`src/rtl/core/afd_pkg.sv`:
```
// ----------------------------------------------------------------------------
// afd_pkg
// Shared constants and types for the deframer core: link byte codes,
// CRC-16/CCITT constants, status codes and the CRC unit control word.
// ----------------------------------------------------------------------------
package afd_pkg;

    localparam logic [7:0]  FLAG_BYTE   = 8'h7E;
    localparam logic [7:0]  ESC_BYTE    = 8'h7D;
    localparam logic [7:0]  ESC_XOR     = 8'h20;

    localparam logic [15:0] CRC_POLY    = 16'h1021;
    localparam logic [15:0] CRC_INIT    = 16'hFFFF;

    localparam int          CAP_W       = 6;
    localparam logic [CAP_W-1:0] CAP_RESET = 6'd32;

    localparam logic [2:0]  ST_OK       = 3'd0;
    localparam logic [2:0]  ST_TOO_LONG = 3'd1;
    localparam logic [2:0]  ST_DANGLING = 3'd2;
    localparam logic [2:0]  ST_TOO_SHORT= 3'd3;
    localparam logic [2:0]  ST_CRC_BAD  = 3'd4;
    localparam logic [2:0]  ST_OVER_CAP = 3'd5;

    typedef struct packed {
        logic       start;  // fold data_byte into the running CRC
        logic       clear;  // back to init value
        logic [7:0] data_byte;
    } crc_ctl_t;

endpackage

```
`src/rtl/core/ash_frame_decoder_core.sv`:
```
// ----------------------------------------------------------------------------
// ash_frame_decoder_core
// ASH deframer: byte unstuffing, CRC-16/CCITT check and frame drain.
//
//  channel   | dir | words                     | tdata / tuser
//  s_axis    | in  | raw link bytes            | tdata[7:0] raw_byte
//  m_axis    | out | control, payload or error | tdata[7:0] out_byte,
//            |     |                           | tuser[0] is_control,
//            |     |                           | tuser[3:1] status
//  cfg       | in  | payload_capacity write    | cfg_wdata[5:0]
//
// A data byte waits in S_CRC while the bit-serial CRC unit runs 8 steps.
// An escape byte only sets the escape flag. At a flag, the frame is checked;
// then each drained byte goes through a store read, then an output load.
// Output stalls hold the drain; the output register frees the input side
// as soon as the last word of a frame is loaded.
// Reset clears control state and the CRC; the store needs no clearing.
// ----------------------------------------------------------------------------
module ash_frame_decoder_core
    import afd_pkg::*;
#(
    parameter int MAX_PAYLOAD = 32
) (
    input  logic             clk,
    input  logic             rst_n,
    input  logic             s_axis_tvalid,
    output logic             s_axis_tready,
    input  logic [7:0]       s_axis_tdata,   // [7:0] raw_byte
    output logic             m_axis_tvalid,
    input  logic             m_axis_tready,
    output logic [7:0]       m_axis_tdata,   // [7:0] out_byte
    output logic [3:0]       m_axis_tuser,   // [0] is_control, [3:1] status
    output logic             m_axis_tlast,
    input  logic             cfg_we,
    input  logic [CAP_W-1:0] cfg_wdata
);

    localparam int DEPTH = MAX_PAYLOAD + 3;
    localparam int AW    = $clog2(DEPTH);
    localparam int CW    = $clog2(DEPTH + 1);

    localparam logic [2:0] S_IDLE  = 3'd0;
    localparam logic [2:0] S_CRC   = 3'd1;
    localparam logic [2:0] S_CHECK = 3'd2;
    localparam logic [2:0] S_READ  = 3'd3;
    localparam logic [2:0] S_EMIT  = 3'd4;

    logic [2:0]       state_reg, state_next;
    logic [CW-1:0]    count_reg, count_next;
    logic [CW-1:0]    idx_reg, idx_next;
    logic             esc_reg, esc_next;
    logic             ovf_reg, ovf_next;
    logic [CAP_W-1:0] cap_reg;

    logic             out_valid_reg, out_valid_next;
    logic [7:0]       out_byte_reg, out_byte_next;
    logic             out_ctl_reg, out_ctl_next;
    logic             out_last_reg, out_last_next;
    logic [2:0]       out_status_reg, out_status_next;

    crc_ctl_t         crc_ctl;
    logic             crc_busy;
    logic [15:0]      crc_val;

    logic             mem_we;
    logic [7:0]       rd_data;
    logic [7:0]       unstuffed;
    logic [CW-1:0]    plen;
    logic [2:0]       status;
    logic             in_take;
    logic             out_free;

    afd_crc_unit u_crc (
        .clk   (clk),
        .rst_n (rst_n),
        .ctl   (crc_ctl),
        .busy  (crc_busy),
        .crc   (crc_val)
    );

    afd_frame_store #(
        .DEPTH (DEPTH)
    ) u_store (
        .clk     (clk),
        .wr_en   (mem_we),
        .wr_addr (count_reg[AW-1:0]),
        .wr_data (unstuffed),
        .rd_addr (idx_reg[AW-1:0]),
        .rd_data (rd_data)
    );

    assign s_axis_tready = (state_reg == S_IDLE);
    assign in_take       = s_axis_tvalid && s_axis_tready;
    assign out_free      = !out_valid_reg || m_axis_tready;
    assign unstuffed     = esc_reg ? (s_axis_tdata ^ ESC_XOR) : s_axis_tdata;
    assign plen          = count_reg - CW'(3);

    always_comb
    begin
        if (ovf_reg)
            status = ST_TOO_LONG;
        else if (esc_reg)
            status = ST_DANGLING;
        else if (count_reg < CW'(3))
            status = ST_TOO_SHORT;
        else if (crc_val != 16'h0000)
            status = ST_CRC_BAD;
        else if (8'(plen) > 8'(cap_reg))
            status = ST_OVER_CAP;
        else
            status = ST_OK;
    end

    always_comb
    begin
        state_next      = state_reg;
        count_next      = count_reg;
        idx_next        = idx_reg;
        esc_next        = esc_reg;
        ovf_next        = ovf_reg;
        out_valid_next  = out_valid_reg && !m_axis_tready;
        out_byte_next   = out_byte_reg;
        out_ctl_next    = out_ctl_reg;
        out_last_next   = out_last_reg;
        out_status_next = out_status_reg;
        crc_ctl         = '{start: 1'b0, clear: 1'b0, data_byte: unstuffed};
        mem_we          = 1'b0;

        case (state_reg)
            S_IDLE:
            begin
                if (in_take)
                begin
                    if (s_axis_tdata == FLAG_BYTE)
                    begin
                        state_next = S_CHECK;
                    end
                    else if (!esc_reg && s_axis_tdata == ESC_BYTE)
                    begin
                        esc_next = 1'b1;
                    end
                    else
                    begin
                        esc_next      = 1'b0;
                        crc_ctl.start = 1'b1;
                        state_next    = S_CRC;
                        if (count_reg >= CW'(DEPTH))
                        begin
                            ovf_next = 1'b1;
                        end
                        else
                        begin
                            mem_we     = 1'b1;
                            count_next = count_reg + CW'(1);
                        end
                    end
                end
            end
            S_CRC:
            begin
                if (!crc_busy)
                begin
                    state_next = S_IDLE;
                end
            end
            S_CHECK:
            begin
                idx_next = '0;
                if (status == ST_OK)
                begin
                    state_next = S_READ;
                end
                else if (out_free)
                begin
                    out_valid_next  = 1'b1;
                    out_byte_next   = 8'h00;
                    out_ctl_next    = 1'b0;
                    out_last_next   = 1'b1;
                    out_status_next = status;
                    count_next      = '0;
                    esc_next        = 1'b0;
                    ovf_next        = 1'b0;
                    crc_ctl.clear   = 1'b1;
                    state_next      = S_IDLE;
                end
            end
            S_READ:
            begin
                state_next = S_EMIT;
            end
            S_EMIT:
            begin
                if (out_free)
                begin
                    out_valid_next  = 1'b1;
                    out_byte_next   = rd_data;
                    out_ctl_next    = (idx_reg == '0);
                    out_last_next   = (idx_reg == plen);
                    out_status_next = ST_OK;
                    if (idx_reg == plen)
                    begin
                        count_next    = '0;
                        esc_next      = 1'b0;
                        ovf_next      = 1'b0;
                        crc_ctl.clear = 1'b1;
                        state_next    = S_IDLE;
                    end
                    else
                    begin
                        idx_next   = idx_reg + CW'(1);
                        state_next = S_READ;
                    end
                end
            end
            default:
            begin
                state_next = S_IDLE;
            end
        endcase
    end

    always_ff @(posedge clk or negedge rst_n)
    begin
        if (!rst_n)
        begin
            state_reg     <= S_IDLE;
            count_reg     <= '0;
            idx_reg       <= '0;
            esc_reg       <= 1'b0;
            ovf_reg       <= 1'b0;
            cap_reg       <= CAP_RESET;
            out_valid_reg <= 1'b0;
        end
        else
        begin
            state_reg     <= state_next;
            count_reg     <= count_next;
            idx_reg       <= idx_next;
            esc_reg       <= esc_next;
            ovf_reg       <= ovf_next;
            out_valid_reg <= out_valid_next;
            if (cfg_we)
            begin
                cap_reg <= cfg_wdata;
            end
        end
    end

    always_ff @(posedge clk)
    begin
        out_byte_reg   <= out_byte_next;
        out_ctl_reg    <= out_ctl_next;
        out_last_reg   <= out_last_next;
        out_status_reg <= out_status_next;
    end

    assign m_axis_tvalid = out_valid_reg;
    assign m_axis_tdata  = out_byte_reg;
    assign m_axis_tuser  = {out_status_reg, out_ctl_reg};
    assign m_axis_tlast  = out_last_reg;

endmodule

```
`src/rtl/core/afd_crc_unit.sv`:
```
// ----------------------------------------------------------------------------
// afd_crc_unit
// Bit-serial CRC-16/CCITT, MSB first: one shift/XOR step per cycle,
// one step per bit of the byte. Holds the running CRC of the current frame.
// ----------------------------------------------------------------------------
module afd_crc_unit
    import afd_pkg::*;
(
    input  logic        clk,
    input  logic        rst_n,
    input  crc_ctl_t    ctl,
    output logic        busy,
    output logic [15:0] crc
);

    logic [15:0] crc_reg, crc_next;
    logic [2:0]  bit_cnt_reg, bit_cnt_next;
    logic        busy_reg, busy_next;

    always_comb
    begin
        crc_next     = crc_reg;
        bit_cnt_next = bit_cnt_reg;
        busy_next    = busy_reg;
        if (ctl.clear)
        begin
            crc_next  = CRC_INIT;
            busy_next = 1'b0;
        end
        else if (ctl.start)
        begin
            crc_next     = crc_reg ^ {ctl.data_byte, 8'h00};
            bit_cnt_next = 3'd0;
            busy_next    = 1'b1;
        end
        else if (busy_reg)
        begin
            crc_next     = crc_reg[15] ? ({crc_reg[14:0], 1'b0} ^ CRC_POLY)
                                       : {crc_reg[14:0], 1'b0};
            bit_cnt_next = bit_cnt_reg + 3'd1;
            if (bit_cnt_reg == 3'd7)
            begin
                busy_next = 1'b0;
            end
        end
    end

    always_ff @(posedge clk or negedge rst_n)
    begin
        if (!rst_n)
        begin
            crc_reg     <= CRC_INIT;
            bit_cnt_reg <= 3'd0;
            busy_reg    <= 1'b0;
        end
        else
        begin
            crc_reg     <= crc_next;
            bit_cnt_reg <= bit_cnt_next;
            busy_reg    <= busy_next;
        end
    end

    assign busy = busy_reg;
    assign crc  = crc_reg;

endmodule

```
`src/rtl/core/afd_frame_store.sv`:
```
// ----------------------------------------------------------------------------
// afd_frame_store
// Byte store for one frame: one write port, one read port with
// registered read data.
// ----------------------------------------------------------------------------
module afd_frame_store #(
    parameter int DEPTH = 35
) (
    input  logic                     clk,
    input  logic                     wr_en,
    input  logic [$clog2(DEPTH)-1:0] wr_addr,
    input  logic [7:0]               wr_data,
    input  logic [$clog2(DEPTH)-1:0] rd_addr,
    output logic [7:0]               rd_data
);

    logic [7:0] mem [DEPTH];
    logic [7:0] rd_data_reg;

    always_ff @(posedge clk)
    begin
        if (wr_en)
        begin
            mem[wr_addr] <= wr_data;
        end
        rd_data_reg <= mem[rd_addr];
    end

    assign rd_data = rd_data_reg;

endmodule
```
`config.mk`:
```
export PLATFORM = sky130hd
export DESIGN_NAME = ash_frame_decoder_core
export DESIGN_NICKNAME = d
export VERILOG_FILES = /design/src/rtl/core/afd_pkg.sv /design/src/rtl/core/ash_frame_decoder_core.sv /design/src/rtl/core/afd_crc_unit.sv /design/src/rtl/core/afd_frame_store.sv
export SDC_FILE = /design/constraint.sdc
export NUM_CORES = 1
export LEC_CHECK = 0
export ABC_AREA = 0
export BUFFER_PORTS_ARGS = -buffer_cell sky130_fd_sc_hd__clkbuf_2
export CORE_MARGIN = 4
export CORE_UTILIZATION = 45
export CTS_CLUSTER_SIZE = 10
export DETAILED_ROUTE_END_ITERATION = 10
export HOLD_SLACK_MARGIN = 0.1
export PLACE_DENSITY = 0.72
export SYNTH_ARGS = -nofsm -noshare
export SYNTH_HDL_FRONTEND = slang
export SYNTH_SLANG_ARGS = --single-unit
```
`constraint.sdc`:
```
create_clock -name clk -period 3.6 [get_ports clk]
set_input_delay 0.9 -clock clk [delete_from_list [all_inputs] [get_ports clk]]
set_output_delay 0.9 -clock clk [all_outputs]
set_load 0.1 [all_outputs]
```
==> metrics.log <==
INFO  metric synth_edf_count = 293
INFO  metric drt-initial-drc-count = 820
INFO  metric fin_worst_hold_slack = 485 ps
INFO  metric synth.top_cell.area_share = 0.615
INFO  metric power_per_cell_area = 633 mW/mm^2
INFO  metric grt_setup_unrepaired = false
INFO  metric async_flop_share = 0.128
INFO  metric largest_register_ffs = 280
INFO  metric clk_latency = 530 ps
INFO  metric preCtsSetupSlack = 14.2 ps
INFO  metric critical_path.cell_chain = buf_4, a2111oi_4, xnor2_1, ha_1, nand2_1, o21bai_1, a21o_1, a211o_1, a31oi_4, buf_4, a21boi_1
INFO  metric io_buffers = 33
INFO  metric drtPass1Iterations = 5
INFO  metric layout-drive-gt1-share = 0.248
INFO  metric placement.cell_area = 0.0150 mm^2
INFO  metric filler_cell_count = 2449
INFO  metric final.setup.tns = 0 ps
INFO  metric multi_input_area = 0.00398 mm^2
INFO  metric routed_wirelength = 31000 um
INFO  metric internal_power_component = 7.49 mW
INFO  metric number_of_global_route_vias_before_repair = 7683
INFO  metric crit_type = flop to flop
INFO  metric clkPwrFrac = 0.349
INFO  metric finalCriticalPeriod = 3270 ps
INFO  metric crit_arrival = 3700 ps
INFO  metric cp.required = 4030 ps
INFO  metric core_area = 0.0315 mm^2
INFO  metric die_h = 186 um
INFO  metric worstReg2RegStart = count_reg[0]$_DFFE_PN0P_
INFO  metric irDropWorstVdd = 0.350 mV
INFO  metric post_synth.cell_area_avg = 17.4 um^2
INFO  metric netlist_area = 0.0143 mm^2
INFO  metric grt_pass1_wl = 47900 um
INFO  metric worst_slack = 328 ps
INFO  metric total_power_of_the_final_layout = 10.2 mW
INFO  metric setup.worst_path.end_class = flop
INFO  metric finalNetCount = 910
INFO  metric initial_core_util = 0.455
INFO  metric path_common_cell = sky130_fd_sc_hd__buf_4
INFO  metric hold_viol_final = 0
INFO  metric boundaryPins = 34
INFO  metric maxSlewViolCount = 0
INFO  metric run_status = completed
INFO  metric drcViolationCount = 0
INFO  metric placementRows = 65
INFO  metric reg2reg_setup_slack = 330 ps
INFO  metric antennaDiodeCount = 0
INFO  metric worst_hold_path_type = input port to asynchronous set/reset pin
INFO  metric die_width = 186 um
INFO  metric synth_seq_cells = 345
INFO  metric clock_tree.root_cell = sky130_fd_sc_hd__clkbuf_16
INFO  metric worst_setup_path_start_kind = flop
INFO  metric cts_tree = yes
INFO  metric worst_rel_slew_slack = 0.294
INFO  metric post-route-cell-area = 0.0162 mm^2
INFO  metric cts.sink_count = 345
INFO  metric comb_power_share = 0.167
INFO  metric synthToLayoutAreaGrowth = 12.8%
INFO  metric finalCritPeriodShare = 0.909
INFO  metric critical_path.max_stage_delay = 420 ps
INFO  metric dp_hpwl = 19600 um
INFO  metric post_route_non_filler_standard_cell_count = 1297
INFO  metric yosysSeqAreaShare = 0.704
INFO  metric grt-ovfl-total = 0
INFO  metric place.detailed.instances = 1240
INFO  metric synth_nets = 854
INFO  metric power_switching = 2.74 mW
INFO  metric achievable-frequency = 306 MHz
INFO  metric clock_tree.htree_level_count = 2
INFO  metric ys_types = 70
INFO  metric cts_inserted_buffers = 40
INFO  metric timing.clock.skew = 26.9 ps
INFO  metric antenna_violations_before_repair = 0
INFO  metric cellLeakagePower = 5.52 nW
INFO  metric place_congestion = 0.836
INFO  metric worstPathMaxFanout = 17
INFO  metric detail-route-antenna-nets = 0
INFO  metric timing.rr.end = u_crc.busy$_DFF_PN0_
INFO  metric syn_inst = 824
INFO  metric track_usage = 0.179
INFO  metric design.die.area = 0.0347 mm^2
INFO  metric synth_warnings = 0
INFO  metric synth_largest_area_cell = sky130_fd_sc_hd__edfxtp_1
INFO  metric reg2reg_depth = 11
INFO  metric buffer_depth_of_the_longest_clock_path = 3
INFO  metric seq_power_share = 0.484
INFO  metric seqCellArea = 0.0101 mm^2
INFO  metric cts.repair_timing.setup_buffer_count = 0
INFO  metric route.detailed.vias_per_inst = 5.91
INFO  metric dominantRegCellSynth = sky130_fd_sc_hd__edfxtp_1
INFO  metric grt_max_degree = 38
INFO  metric switching_share = 0.268
INFO  metric max_cap_viols = 0
INFO  metric report.final.setup_viol = 0
INFO  metric num_vias = 7671
INFO  metric critical_path.slowest_cell = sky130_fd_sc_hd__a2111oi_4
INFO  metric cts.clk_slew.worst_paths = 60 ps
INFO  metric worst-slew-pin-transition = 1060 ps
INFO  metric utilization = 0.513
INFO  metric wl_per_cell = 23.9 um
INFO  metric netlist_top_cells_area = sky130_fd_sc_hd__edfxtp_1 (61%), sky130_fd_sc_hd__mux4_2 (13%), sky130_fd_sc_hd__dfrtp_1 (4.7%), sky130_fd_sc_hd__dfstp_2 (3.1%), sky130_fd_sc_hd__nor2_1 (1.8%)
-- kinds of logic (layout without fill, tap and decap cells) --
family / Yosys count / count (layout) / share of synthesized area
flops: 345 / 345 / 0.704
buf+inv: 61 / 132 / 0.0193
xor+xnor: 18 / 18 / 0.0149
compound gates: 84 / 84 / 0.0419
mux: 100 / 100 / 0.140
simple gates: 205 / 205 / 0.0703
fa+ha+maj: 11 / 11 / 0.00961
-- cell usage after synthesis (all sizes together), types with 12 or more instances --
master and n:
a21oi 12, buf 29, clkbuf 18, dfrtp 27
dfstp 17, edfxtp 293, inv 13, mux2i 19
mux4 80, nand2 50, nand3 20, nor2 69
o21ai 28
-- worst max path at each step --
stage,from,end,depth (start not counted)
after detailed placement,s_axis_tdata[5],u_store.mem[23][2]$_DFFE_PP_,7
final,count_reg[0]$_DFFE_PN0P_,u_crc.busy$_DFF_PN0_,11
after global placement,s_axis_tdata[5],u_store.mem[11][4]$_DFFE_PP_,7
after CTS,count_reg[1]$_DFFE_PN0P_,u_crc.busy$_DFF_PN0_,11
after global routing,count_reg[1]$_DFFE_PN0P_,count_reg[4]$_DFFE_PN0P_,11
after floorplan,count_reg[0]$_DFFE_PN0P_,m_axis_tdata[0]$_SDFFCE_PN0P_,11
-- critical path: cells and delay by family (launching register included) --
family,cells,cell delay [ps]
compound gates,6,1620
xor+xnor,1,260
fa+ha+maj,1,340
buf+inv,2,480
flops,1,410
simple gates,1,70
-- placed cells by master (no fill, tap or decap), types with 5 or more instances in the layout --
cell type and instances:
sky130_fd_sc_hd__edfxtp_1 293, sky130_fd_sc_hd__mux4_2 80, sky130_fd_sc_hd__nor2_1 68, sky130_fd_sc_hd__nand2_1 49, sky130_fd_sc_hd__clkbuf_16 42, sky130_fd_sc_hd__clkbuf_2 33, sky130_fd_sc_hd__buf_4 26, sky130_fd_sc_hd__dfrtp_1 25
sky130_fd_sc_hd__nand3_1 20, sky130_fd_sc_hd__o21ai_0 19, sky130_fd_sc_hd__mux2i_1 19, sky130_fd_sc_hd__dfstp_2 17, sky130_fd_sc_hd__clkbuf_1 13, sky130_fd_sc_hd__a21oi_1 12, sky130_fd_sc_hd__inv_1 12, sky130_fd_sc_hd__nand2b_1 11
sky130_fd_sc_hd__ha_1 11, sky130_fd_sc_hd__and2_1 10, sky130_fd_sc_hd__nand4_1 9, sky130_fd_sc_hd__o211ai_1 9, sky130_fd_sc_hd__o21ai_1 9, sky130_fd_sc_hd__xor2_1 9, sky130_fd_sc_hd__dfxtp_1 8, sky130_fd_sc_hd__o22ai_1 7
sky130_fd_sc_hd__nor4_1 5, sky130_fd_sc_hd__or3_1 5, sky130_fd_sc_hd__nand3b_1 5
-- timing repair --
| action | 4_1_cts | 5_1_grt |
|---|---|---|
| gates resized for setup | 0 | 1 |
| endpoints found under the setup margin | 0 | 19 |
| hold buffers | 0 | 0 |
-- area by class of cell --
type | count | area share
Timing Repair Buffer | 61 | 0.0248
Clock buffer | 56 | 0.0689
Sequential cell | 345 | 0.624
Multi-Input combinational cell | 418 | 0.246
Clock inverter | 1 | 0.00101
Tap cell | 402 | 0.0311
Inverter | 14 | 0.00325
-- routing by layer --
layer  wire, um  vias up  GRT usage
met4        821        0     0.0526
met3       2620       55     0.0464
met2      14500      339      0.274
met1      13100     3923      0.257
li1           -     3354          -
met5          0        -          0
-- power by group through the flow --
stage | logic (mW) | clock network (mW) | registers (mW)
global placement | 1.66 | 0 | 5.01
global route | 1.87 | 3.79 | 4.98
CTS | 1.70 | 3.60 | 4.94
finish | 1.70 | 3.57 | 4.95
detailed placement | 1.69 | 0 | 5.02
floorplan | 1.30 | 0 | 4.86
Note: power is estimated with default switching activity, not from simulation.
